==> src/assert_macros.svh <==
// Assertion macros used by the top-level RTL file.
`ifndef ASSERT_MACROS_SVH
`define ASSERT_MACROS_SVH
// Implication checked on every clock edge outside reset.
`define CHK_IMPL(label, clk, rst_n, ante, cons, msg) \
	label: assert property (@(posedge clk) disable iff (!rst_n) (ante) |-> (cons)) \
		else $error(msg);
// Next-cycle implication checked outside reset.
`define CHK_NEXT(label, clk, rst_n, ante, cons, msg) \
	label: assert property (@(posedge clk) disable iff (!rst_n) (ante) |=> (cons)) \
		else $error(msg);
`endif

==> src/psc_pkg.sv <==
// Package: constants, payload structs, controller states and command/status types.
package psc_pkg;
	localparam int MAX_VERTICES = 32;
	localparam int COORD_BITS   = 16;
	localparam int IDX_BITS     = 5;
	localparam int CNT_BITS     = 6;
	localparam int CW           = COORD_BITS;
	localparam logic FUNC_LOAD  = 1'b0;
	localparam logic FUNC_QUERY = 1'b1;

	typedef struct packed {
		logic                 func;
		logic [IDX_BITS-1:0]  vertex_index;
		logic signed [CW-1:0] vertex_x;
		logic signed [CW-1:0] vertex_y;
		logic signed [CW-1:0] line_y;
	} cmd_t;

	typedef struct packed {
		logic signed [CW-1:0] crossing_x;
		logic [IDX_BITS-1:0]  upper_vertex;
		logic [IDX_BITS-1:0]  lower_vertex;
		logic [IDX_BITS-1:0]  crossing_rank;
		logic [CNT_BITS-1:0]  crossing_count;
		logic                 no_crossing;
		logic                 last;
	} result_t;

	typedef enum logic [3:0] {
		ST_IDLE, ST_RD, ST_TEST, ST_MUL, ST_DIV, ST_FIX, ST_INS, ST_EMIT_RD, ST_EMIT, ST_EMPTY
	} state_t;

	// controller -> datapath
	typedef struct packed {
		logic query_load; // capture query and clear
		logic rd;         // read current edge vertices
		logic mul;        // form product
		logic div_start;
		logic fix;        // apply sign, compute x
		logic ins_step;   // one insertion shift step
		logic emit_rd;
		logic emit;
		logic empty;
		logic next_edge;
	} ctl_t;

	// datapath -> controller
	typedef struct packed {
		logic edges_done;
		logic crosses;
		logic div_done;
		logic ins_done;
		logic emit_done;
		logic none;
	} sts_t;
endpackage

==> src/polygon_scanline_crossings_core.sv <==
// Top level: configuration register, controller and datapath.
// A load writes on accept. A query tests each edge; each crossing gets a product,
// a 34-step divide, a sign fix and insertion shifts; then results, one if empty.
// One transaction at a time; busy is high from query start to its last result.
// Results are strobed for one cycle; the receiver cannot stall.
// Reset (arst_n, async low) returns to idle and sets vertex_count to 3.
module polygon_scanline_crossings_core (
	input  logic                         clk,
	input  logic                         arst_n,
	input  logic                         start,
	input  psc_pkg::cmd_t                cmd,
	output logic                         busy,
	input  logic                         cfg_valid,
	output logic                         cfg_ready,
	input  logic [psc_pkg::CNT_BITS-1:0] cfg_data,
	output psc_pkg::result_t             result,
	output logic                         result_valid
);
	import psc_pkg::*;
	`include "assert_macros.svh"

	logic [CNT_BITS-1:0] vcount_q;
	ctl_t ctl;
	sts_t sts;

	assign cfg_ready = 1'b1;
	always_ff @(posedge clk or negedge arst_n) begin
		if (!arst_n) vcount_q <= CNT_BITS'(3);
		else if (cfg_valid && cfg_ready) vcount_q <= cfg_data;
	end

	psc_ctrl u_ctrl (.clk, .arst_n, .start, .func(cmd.func), .sts, .ctl, .busy);

	psc_dp u_dp (
		.clk, .arst_n, .start, .busy, .cmd, .vcount(vcount_q), .ctl, .sts,
		.result, .result_valid);

	`CHK_IMPL(a_res_busy, clk, arst_n, result_valid, busy, "result outside query")
	`CHK_NEXT(a_last_idle, clk, arst_n, result_valid && result.last, !busy,
		"busy after last result")
	`CHK_IMPL(a_empty_last, clk, arst_n, result_valid && result.no_crossing, result.last,
		"empty result not last")
endmodule

==> src/psc_ram.sv <==
// Generic single-write RAM with registered read.
module psc_ram #(
	parameter int WIDTH = 16,
	parameter int DEPTH = 32
) (
	input  logic                     clk,
	input  logic                     we,
	input  logic [$clog2(DEPTH)-1:0] waddr,
	input  logic [WIDTH-1:0]         wdata,
	input  logic [$clog2(DEPTH)-1:0] raddr,
	output logic [WIDTH-1:0]         rdata
);
	logic [WIDTH-1:0] mem [DEPTH];

	always_ff @(posedge clk) begin
		if (we) begin
			mem[waddr] <= wdata;
		end
		rdata <= mem[raddr];
	end
endmodule

==> src/psc_ctrl.sv <==
// Controller state machine for queries: edge walk, division, insertion and emission.
module psc_ctrl (
	input  logic           clk,
	input  logic           arst_n,
	input  logic           start,
	input  logic           func,
	input  psc_pkg::sts_t  sts,
	output psc_pkg::ctl_t  ctl,
	output logic           busy
);
	import psc_pkg::*;
	state_t state_q, state_d;

	always_ff @(posedge clk or negedge arst_n) begin
		if (!arst_n) begin
			state_q <= ST_IDLE;
		end else begin
			state_q <= state_d;
		end
	end

	// next state
	always_comb begin
		state_d = state_q;
		case (state_q)
			ST_IDLE:    if (start && func == FUNC_QUERY) state_d = ST_RD;
			ST_RD:      state_d = ST_TEST;
			ST_TEST: begin
				if (sts.crosses) state_d = ST_MUL;
				else if (sts.edges_done) state_d = sts.none ? ST_EMPTY : ST_EMIT_RD;
				else state_d = ST_RD;
			end
			ST_MUL:     state_d = ST_DIV;
			ST_DIV:     if (sts.div_done) state_d = ST_FIX;
			ST_FIX:     state_d = ST_INS;
			ST_INS: begin
				if (sts.ins_done) begin
					state_d = sts.edges_done ? ST_EMIT_RD : ST_RD;
				end
			end
			ST_EMIT_RD: state_d = ST_EMIT;
			ST_EMIT:    state_d = sts.emit_done ? ST_IDLE : ST_EMIT_RD;
			ST_EMPTY:   state_d = ST_IDLE;
			default:    state_d = ST_IDLE;
		endcase
	end

	// outputs
	always_comb begin
		ctl = '0;
		busy = (state_q != ST_IDLE);
		case (state_q)
			ST_IDLE:    ctl.query_load = start && func == FUNC_QUERY;
			ST_RD:      ctl.rd = 1'b1;
			ST_TEST:    ctl.next_edge = !sts.crosses;
			ST_MUL: begin
				ctl.mul = 1'b1;
				ctl.div_start = 1'b1;
			end
			ST_FIX:     ctl.fix = 1'b1;
			ST_INS: begin
				ctl.ins_step = 1'b1;
				ctl.next_edge = sts.ins_done;
			end
			ST_EMIT_RD: ctl.emit_rd = 1'b1;
			ST_EMIT:    ctl.emit = 1'b1;
			ST_EMPTY:   ctl.empty = 1'b1;
			default:    ctl = '0;
		endcase
	end
endmodule

==> src/psc_dp.sv <==
// Datapath: vertex stores, edge test, serial divider, sorted crossing list.
module psc_dp (
	input  logic                      clk,
	input  logic                      arst_n,
	input  logic                      start,
	input  logic                      busy,
	input  psc_pkg::cmd_t             cmd,
	input  logic [psc_pkg::CNT_BITS-1:0] vcount,
	input  psc_pkg::ctl_t             ctl,
	output psc_pkg::sts_t             sts,
	output psc_pkg::result_t          result,
	output logic                      result_valid
);
	import psc_pkg::*;
	localparam int AW  = $clog2(MAX_VERTICES);
	localparam int NW  = $clog2(MAX_VERTICES + 1);
	localparam int DW  = COORD_BITS + 1;          // difference magnitude
	localparam int PW  = 2 * DW;                  // product magnitude
	localparam int QC  = $clog2(PW + 1);
	localparam int LD  = 32;                      // sorted list depth
	localparam int LW  = $clog2(LD);
	localparam int EW  = COORD_BITS + 2 * IDX_BITS;

	// vertex stores
	logic [AW-1:0] edge_q, prev_q;
	logic [COORD_BITS-1:0] rx_i, ry_i, rx_j, ry_j;
	logic we;
	logic [NW-1:0] n_q;
	logic [AW-1:0] widx;

	assign widx = AW'(cmd.vertex_index);
	assign we = start && !busy && cmd.func == FUNC_LOAD &&
		({{(32-IDX_BITS){1'b0}}, cmd.vertex_index} < MAX_VERTICES);

	psc_ram #(.WIDTH(COORD_BITS), .DEPTH(MAX_VERTICES)) u_xi (
		.clk, .we, .waddr(widx), .wdata(COORD_BITS'(cmd.vertex_x)), .raddr(edge_q), .rdata(rx_i));
	psc_ram #(.WIDTH(COORD_BITS), .DEPTH(MAX_VERTICES)) u_yi (
		.clk, .we, .waddr(widx), .wdata(COORD_BITS'(cmd.vertex_y)), .raddr(edge_q), .rdata(ry_i));
	psc_ram #(.WIDTH(COORD_BITS), .DEPTH(MAX_VERTICES)) u_xj (
		.clk, .we, .waddr(widx), .wdata(COORD_BITS'(cmd.vertex_x)), .raddr(prev_q), .rdata(rx_j));
	psc_ram #(.WIDTH(COORD_BITS), .DEPTH(MAX_VERTICES)) u_yj (
		.clk, .we, .waddr(widx), .wdata(COORD_BITS'(cmd.vertex_y)), .raddr(prev_q), .rdata(ry_j));

	// saturated vertex count
	logic [NW-1:0] n_sat;
	always_comb begin
		if (vcount < 6'd3) n_sat = NW'(3);
		else if ({26'd0, vcount} > MAX_VERTICES) n_sat = NW'(MAX_VERTICES);
		else n_sat = NW'(vcount);
	end

	// edge walk
	logic signed [COORD_BITS-1:0] ly_q;
	logic signed [COORD_BITS:0] xi, yi, xj, yj, lyx;
	logic a_up, b_up;
	assign xi = {rx_i[COORD_BITS-1], rx_i};
	assign yi = {ry_i[COORD_BITS-1], ry_i};
	assign xj = {rx_j[COORD_BITS-1], rx_j};
	assign yj = {ry_j[COORD_BITS-1], ry_j};
	assign lyx = {ly_q[COORD_BITS-1], ly_q};
	assign a_up = (yi > lyx) && (yj < lyx);
	assign b_up = (yi < lyx) && (yj > lyx);

	always_ff @(posedge clk) begin
		if (ctl.query_load) begin
			ly_q   <= COORD_BITS'(cmd.line_y);
			n_q    <= n_sat;
			edge_q <= '0;
			prev_q <= AW'(n_sat - NW'(1));
		end else if (ctl.next_edge) begin
			prev_q <= edge_q;
			edge_q <= edge_q + AW'(1);
		end
	end
	logic last_edge;
	assign last_edge = (edge_q == AW'(n_q - NW'(1)));

	// per-crossing operands
	logic [DW-1:0] mdx_q, mdy_q, mden_q;
	logic neg_q, upa_q;
	logic signed [COORD_BITS:0] xi_q;
	logic [AW-1:0] ei_q, ej_q;
	logic signed [COORD_BITS+1:0] dx, dy, den;
	assign dx  = (COORD_BITS+2)'(xj) - (COORD_BITS+2)'(xi);
	assign dy  = (COORD_BITS+2)'(lyx) - (COORD_BITS+2)'(yi);
	assign den = (COORD_BITS+2)'(yj) - (COORD_BITS+2)'(yi);

	logic test_q;
	always_ff @(posedge clk or negedge arst_n) begin
		if (!arst_n) test_q <= 1'b0;
		else test_q <= ctl.rd;
	end

	always_ff @(posedge clk) begin
		if (test_q) begin
			mdx_q  <= DW'(dx[COORD_BITS+1] ? -dx : dx);
			mdy_q  <= DW'(dy[COORD_BITS+1] ? -dy : dy);
			mden_q <= DW'(den[COORD_BITS+1] ? -den : den);
			neg_q  <= (dx[COORD_BITS+1] ^ dy[COORD_BITS+1]) ^ den[COORD_BITS+1];
			xi_q   <= xi;
			upa_q  <= a_up;
			ei_q   <= edge_q;
			ej_q   <= prev_q;
		end
	end

	// product then restoring division, one quotient bit per cycle
	logic [PW-1:0] prod_q, quo_q;
	logic [DW:0] rem_q;
	logic [QC-1:0] dcnt_q;
	logic div_busy_q;
	logic [DW:0] rem_sh;
	assign rem_sh = {rem_q[DW-1:0], prod_q[PW-1]};

	always_ff @(posedge clk or negedge arst_n) begin
		if (!arst_n) begin
			div_busy_q <= 1'b0;
			dcnt_q <= '0;
		end else if (ctl.div_start) begin
			div_busy_q <= 1'b1;
			dcnt_q <= QC'(PW);
		end else if (div_busy_q) begin
			dcnt_q <= dcnt_q - QC'(1);
			if (dcnt_q == QC'(1)) div_busy_q <= 1'b0;
		end
	end

	always_ff @(posedge clk) begin
		if (ctl.mul) begin
			prod_q <= PW'(mdx_q * mdy_q);
			rem_q  <= '0;
			quo_q  <= '0;
		end else if (div_busy_q) begin
			prod_q <= prod_q << 1;
			if (rem_sh >= {1'b0, mden_q}) begin
				rem_q <= rem_sh - {1'b0, mden_q};
				quo_q <= {quo_q[PW-2:0], 1'b1};
			end else begin
				rem_q <= rem_sh;
				quo_q <= {quo_q[PW-2:0], 1'b0};
			end
		end
	end
	logic div_done;
	assign div_done = !div_busy_q && !ctl.div_start;

	// crossing x; quotient stays below the coordinate span
	logic signed [COORD_BITS:0] x_new_q;
	logic signed [COORD_BITS:0] qs;
	assign qs = (COORD_BITS+1)'(quo_q);
	always_ff @(posedge clk) begin
		if (ctl.fix) x_new_q <= neg_q ? xi_q - qs : xi_q + qs;
	end

	// sorted list, stable insertion one shift per cycle
	logic [EW-1:0] lst_q [LD];
	logic [CNT_BITS:0] cnt_q;
	logic [LW:0] pos_q;
	logic [EW-1:0] ent_new;
	logic signed [COORD_BITS-1:0] prev_x;
	logic [IDX_BITS-1:0] up_v, dn_v;
	assign up_v = IDX_BITS'(upa_q ? ei_q : ej_q);
	assign dn_v = IDX_BITS'(upa_q ? ej_q : ei_q);
	assign ent_new = {COORD_BITS'(x_new_q), up_v, dn_v};
	assign prev_x = lst_q[LW'(pos_q - (LW+1)'(1))][EW-1 -: COORD_BITS];
	logic shift_cond;
	assign shift_cond = (pos_q != '0) && (prev_x > COORD_BITS'(x_new_q));
	logic ins_done;
	assign ins_done = !shift_cond;

	always_ff @(posedge clk or negedge arst_n) begin
		if (!arst_n) begin
			cnt_q <= '0;
			pos_q <= '0;
		end else if (ctl.query_load) begin
			cnt_q <= '0;
			pos_q <= '0;
		end else if (ctl.fix) begin
			pos_q <= (LW+1)'(cnt_q);
		end else if (ctl.ins_step) begin
			if (shift_cond) begin
				pos_q <= pos_q - (LW+1)'(1);
			end else begin
				cnt_q <= cnt_q + (CNT_BITS+1)'(1);
				// list complete after the last edge: rewind for emission
				if (sts.edges_done) pos_q <= '0;
			end
		end else if (ctl.emit) begin
			pos_q <= pos_q + (LW+1)'(1);
		end else if (ctl.next_edge && sts.edges_done) begin
			pos_q <= '0;
		end
	end

	always_ff @(posedge clk) begin
		if (ctl.ins_step) begin
			if (shift_cond) lst_q[LW'(pos_q)] <= lst_q[LW'(pos_q - (LW+1)'(1))];
			else lst_q[LW'(pos_q)] <= ent_new;
		end
	end

	// emission
	logic [EW-1:0] ent_rd_q;
	always_ff @(posedge clk) begin
		if (ctl.emit_rd) ent_rd_q <= lst_q[LW'(pos_q)];
	end
	logic [LW:0] emit_n;
	assign emit_n = (LW+1)'(cnt_q);
	always_comb begin
		result = '0;
		result_valid = ctl.emit || ctl.empty;
		if (ctl.emit) begin
			result.crossing_x     = CW'(signed'(ent_rd_q[EW-1 -: COORD_BITS]));
			result.upper_vertex   = ent_rd_q[2*IDX_BITS-1 -: IDX_BITS];
			result.lower_vertex   = ent_rd_q[IDX_BITS-1:0];
			result.crossing_rank  = IDX_BITS'(pos_q);
			result.crossing_count = CNT_BITS'(cnt_q);
			result.last           = (pos_q + (LW+1)'(1) == emit_n);
		end else if (ctl.empty) begin
			result.no_crossing = 1'b1;
			result.last        = 1'b1;
		end
	end

	assign sts.edges_done = last_edge;
	assign sts.crosses    = test_q && (a_up || b_up);
	assign sts.div_done   = div_done;
	assign sts.ins_done   = ins_done;
	assign sts.emit_done  = (pos_q + (LW+1)'(1) == emit_n);
	assign sts.none       = (cnt_q == '0);
endmodule

==> config.mk <==
export PLATFORM = sky130hd
export DESIGN_NAME = polygon_scanline_crossings_core
export DESIGN_NICKNAME = d
export VERILOG_FILES = /design/src/psc_pkg.sv /design/src/polygon_scanline_crossings_core.sv /design/src/psc_ram.sv /design/src/psc_ctrl.sv /design/src/psc_dp.sv
export VERILOG_INCLUDE_DIRS = /design/src /design/src/src
export SDC_FILE = /design/constraint.sdc
export NUM_CORES = 2
export LEC_CHECK = 0
export BUFFER_PORTS_ARGS = -buffer_cell sky130_fd_sc_hd__buf_2
export CAP_MARGIN = 20
export CORE_MARGIN = 4
export CORE_UTILIZATION = 60
export CTS_CLUSTER_DIAMETER = 200
export DETAILED_ROUTE_END_ITERATION = 6
export PLACE_DENSITY_LB_ADDON = 0.15
export SETUP_SLACK_MARGIN = 0.5
export SLEW_MARGIN = 0
export SYNTH_ARGS = -nofsm -noshare
export SYNTH_HDL_FRONTEND = slang
export SYNTH_SLANG_ARGS = --single-unit
==> constraint.sdc <==
create_clock -name clk -period 11.18 [get_ports clk]
set_clock_uncertainty 0.2 [all_clocks]
set_input_delay 2.236 -clock clk [delete_from_list [all_inputs] [get_ports clk]]
set_output_delay 2.236 -clock clk [all_outputs]
set_load 0.02 [all_outputs]
==> results by stage <==
Min path:
- For hold timing, the worst endpoint is u_dp.xi_q[1].
- The worst min-delay path category is register to register.
- The startpoint identified for the worst hold timing path is u_dp.u_xi.rdata[1].
- The worst hold path depth is 0.

STA:
- Measured against its own limit, the worst slew margin works out to 25.4%.
- The max-slew violation count is 0.
- Setup repair after global routing left no endpoint under its margin.
- In the finished design, the share of the clock period the worst path needs comes to 70.3%.
- The final hold violation count is 0.
- The sum of negative setup slack is 0 ns.
- The number of setup violations in the final report is 0.
- The highest attainable clock frequency is 0.127 GHz.
- The time the final worst path needs with I/O delays and setup is 7.86 ns.
- The slew at the pin closest to its max-slew limit is 1.12 ns.

Floorplan:
- The cell row count is 157.
- The die area is 192000 um^2.
- The core region is 184000 um^2.
- The x dimension of the die is 438 um.
- The number of I/O pins is 106.
- The die is 438 um tall.
- The initial cell density of the core is 60.5%.

Place:
- The count of buffers added on input and output ports is 104.
- Once placement finished, the instance area stood at 115000 um^2.
- The placed instance count is 8712.
- Once detailed placement completed, the half-perimeter wirelength came to 179 mm.
- The weighted congestion at the end of routability-driven global placement is 0.871.

Yosys:
- After synthesis the netlist holds a flip-flop and latch count of 2170.
- After synthesis, the netlist uses 78 different library cells.
- The count of synthesis-stage warnings from yosys is 0.
- The top cell type's share of synthesized area is 55.1%.
- The most common flop cell mapped by yosys is sky130_fd_sc_hd__edfxtp_1.
- Dividing the synthesized area by the synthesized cell count gives 17.4 um^2.
- The cell type contributing the most total cell area after synthesis is sky130_fd_sc_hd__edfxtp_1.
- The fraction of the yosys area taken by sequential cells is 57.6%.
- Counting flops with an async set or reset pin after synthesis yields a share of 1.43%.
- Yosys mapped a number of flops with a built-in enable equal to 2037.
- Synthesis produced a netlist with a net count of 6907.
- The summed instance area of the synthesized netlist is 111000 um^2.
- The number of instances in the synthesized netlist is 6377.
- Yosys attributes the largest share of cell area to sky130_fd_sc_hd__edfxtp_1 (55%), sky130_fd_sc_hd__mux4_2 (22%), sky130_fd_sc_hd__fa_1 (4.1%).

Drt:
- After detailed routing, the number of vias per cell comes to 7.06.
- The number of iterations in the first detailed-routing pass is 7.
- The post-detailed-route wirelength per cell is 34.0 um.
- The overall routed net length is 311 mm.
- The final route contains 64400 vias.
- The post-route antenna net violation count is 0.
- The detailed router finished its first iteration with 8725 violations.
- In the routed design, unresolved DRC markers number 1.

Global routing:
- Global routing used 32.7% of the available tracks.
- The first global-routing pass estimated 451 mm of wire.
- The number of global-route vias before repair is 64800.
- Entering global routing, the biggest net connects 145 pins.
- For this run the aggregate overflow at the end of global routing stands at 0.
- The number of antenna violations at the first check in global routing came to 21.

Setup path:
- Broken down by cell family, the worst path's largest delay share belongs to multiplexers.
- Together, buffers and inverters on the worst path number 3.
- The largest driver fanout on the critical path is 48.
- STA classifies the critical path startpoint as a register.
- The endpoint of the most critical register-to-register path is u_dp.lst_q[24][23].
- Walking the worst path, the cells encountered are inv_1, ha_4, buf_4, mux4_2, mux4_2, mux2_2, ha_1, and4_1, nand2_1, o21ai_0, a21oi_1, and3b_1, nand2b_2, buf_4, mux2_2.
- The data required time at the worst endpoint is 11.49 ns.
- The cell with the biggest individual delay on the critical path is sky130_fd_sc_hd__dfrtp_4.
- On the worst path, the slowest cell contributes a delay of 0.91 ns.
- The classification of the worst setup path is register to register.
- The count of cells along the worst register-to-register path is 15.
- In this run the critical register-to-register path is launched from u_dp.pos_q[0].
- STA classifies the critical path endpoint as a register.
- Across all register-to-register paths, the minimum setup slack is 3.32 ns.
- Data arrives at the worst endpoint at 8.17 ns.

Clocking:
- The TritonCTS buffer count is 218.
- The number of levels in the clock H-tree is 4.
- The clock tree from TritonCTS is built.
- The clock slew at the register clock pins of the worst setup and hold paths is 0.06 ns.
- In this run, post-CTS hold repair placed 0 buffers.
- The clock sink count is 2170.
- The number of setup buffers added after CTS is 0.
- The count of cells resized by post-cts repair is 0.
- Counting along the longest clock path gives a buffer depth of 3.
- The clock latency of the later-clocked register in the worst-skew pair is 0.88 ns.
- The buffer type at the clock tree root is sky130_fd_sc_hd__clkbuf_16.

Run status:
- The checks that failed: DRC.
- The run finished, with violations left.

Final layout:
- The final instance count without filler cells is 9131.
- The combined area of the multi-input logic cells is 44700 um^2.
- The library cells used most frequently in the layout, excluding fill and tap cells, are sky130_fd_sc_hd__edfxtp_1 (2037), sky130_fd_sc_hd__mux4_2 (1108), sky130_fd_sc_hd__inv_1 (409), sky130_fd_sc_hd__nand2_1 (310), sky130_fd_sc_hd__ha_1 (236).
- With fillers left out, the area of the finished cells amounts to 122000 um^2.
- The most common cell after layout, fill and taps aside is sky130_fd_sc_hd__edfxtp_1.
- Across the whole layout, storage elements account for 64000 um^2.
- The total number of nets in the final design is 7001.
- The share of cells above drive strength 1 is 28.7%.
- The fill cell total of the finished layout is 12100.
- The area growth from synthesis to final layout is 10.0%.

Run:
- The tool flagged a number of max-cap violations equal to 0.
## final cells by class
cell class | instances | area share (%)
Clock inverter | 120 | 1.03
Clock buffer | 288 | 4.83
Antenna cell | 8 | 0.0164
Timing Repair Buffer | 255 | 1.41
Multi-Input combinational cell | 3416 | 36.6
Sequential cell | 2170 | 52.4
Tap cell | 2464 | 2.52
Inverter | 410 | 1.26
## through the flow
step	hold WS [ns]	utilization, %	setup slack [ns]
final	0.229	66.5	3.32
after global routing	0.260	66.5	2.85
after CTS	0.231	66.5	3.34
after detailed placement	0.217	62.6	3.40
after global placement	0.218	62.6	3.47
after floorplan	0.206	-	4.74
## per-layer routing
| layer | vias to the layer above | track usage (%) | routed length, um |
|---|---|---|---|
| met2 | 4230 | 52.0 | 150000 |
| li1 | 25800 | - | - |
| met1 | 33600 | 43.9 | 109000 |
| met3 | 818 | 7.15 | 34100 |
| met4 | 10 | 15.2 | 17400 |
| met5 | - | 0.126 | 65 |
## state kept, by name, summed over array words and instances (netlist names), 17 cells and up
signal         count
u_dp.u_yj.mem    192
u_dp.mden_q       17
u_dp.rem_q        17
u_dp.u_yi.mem    320
u_dp.ent_rd_q     26
u_dp.mdy_q        17
u_dp.lst_q       832
u_dp.mdx_q        17
u_dp.u_xj.mem    512
u_dp.prod_q       34
## synth_stat cells (40+ instances only)
| library cell | number |
|---|---|
| sky130_fd_sc_hd__fa_1 | 229 |
| sky130_fd_sc_hd__nor3_1 | 54 |
| sky130_fd_sc_hd__nand2_1 | 310 |
| sky130_fd_sc_hd__clkbuf_1 | 263 |
| sky130_fd_sc_hd__buf_1 | 78 |
| sky130_fd_sc_hd__a22oi_1 | 103 |
| sky130_fd_sc_hd__ha_1 | 237 |
| sky130_fd_sc_hd__inv_1 | 409 |
| sky130_fd_sc_hd__nor2_1 | 193 |
| sky130_fd_sc_hd__xnor2_1 | 118 |
| sky130_fd_sc_hd__nand4_1 | 50 |
| sky130_fd_sc_hd__o21ai_0 | 122 |
| sky130_fd_sc_hd__mux2_2 | 105 |
| sky130_fd_sc_hd__mux2i_1 | 51 |
| sky130_fd_sc_hd__mux4_2 | 1108 |
| sky130_fd_sc_hd__xor2_1 | 54 |
| sky130_fd_sc_hd__a21oi_1 | 126 |
| sky130_fd_sc_hd__edfxtp_1 | 2037 |
| sky130_fd_sc_hd__and2_1 | 154 |
| sky130_fd_sc_hd__dfxtp_1 | 102 |
| sky130_fd_sc_hd__nand3_1 | 40 |
## logic make-up (layout without fill, tap and decap cells)
| logic type | Yosys count | count (layout) | synth area share [%] |
|---|---|---|---|
| compound gates | 547 | 547 | 3.22 |
| flops | 2170 | 2170 | 57.6 |
| buf+inv | 791 | 1073 | 2.72 |
| mux | 1264 | 1264 | 24.0 |
| simple gates | 964 | 964 | 4.30 |
| other cells | 1 | 9 | 0.00338 |
| xor+xnor | 174 | 174 | 1.39 |
| fa+ha+maj | 466 | 466 | 6.80 |
## how the worst max path moves through the flow
stage	from	to	slack, ns	cells past startpoint
floorplan	u_dp.mdx_q[14]	u_dp.prod_q[32]	4.74	22
global placement	u_dp.pos_q[0]	u_dp.lst_q[28][22]	3.47	14
detailed placement	u_dp.pos_q[0]	u_dp.lst_q[21][17]	3.40	14
CTS	u_dp.pos_q[0]	u_dp.lst_q[30][23]	3.34	14
global route	u_dp.pos_q[0]	u_dp.lst_q[17][2]	2.85	16
finish	u_dp.pos_q[0]	u_dp.lst_q[24][23]	3.32	15
Power is left out: the tool's default activity adds up to more than one toggle a clock period on the data nets, which glitch-free logic cannot reach.
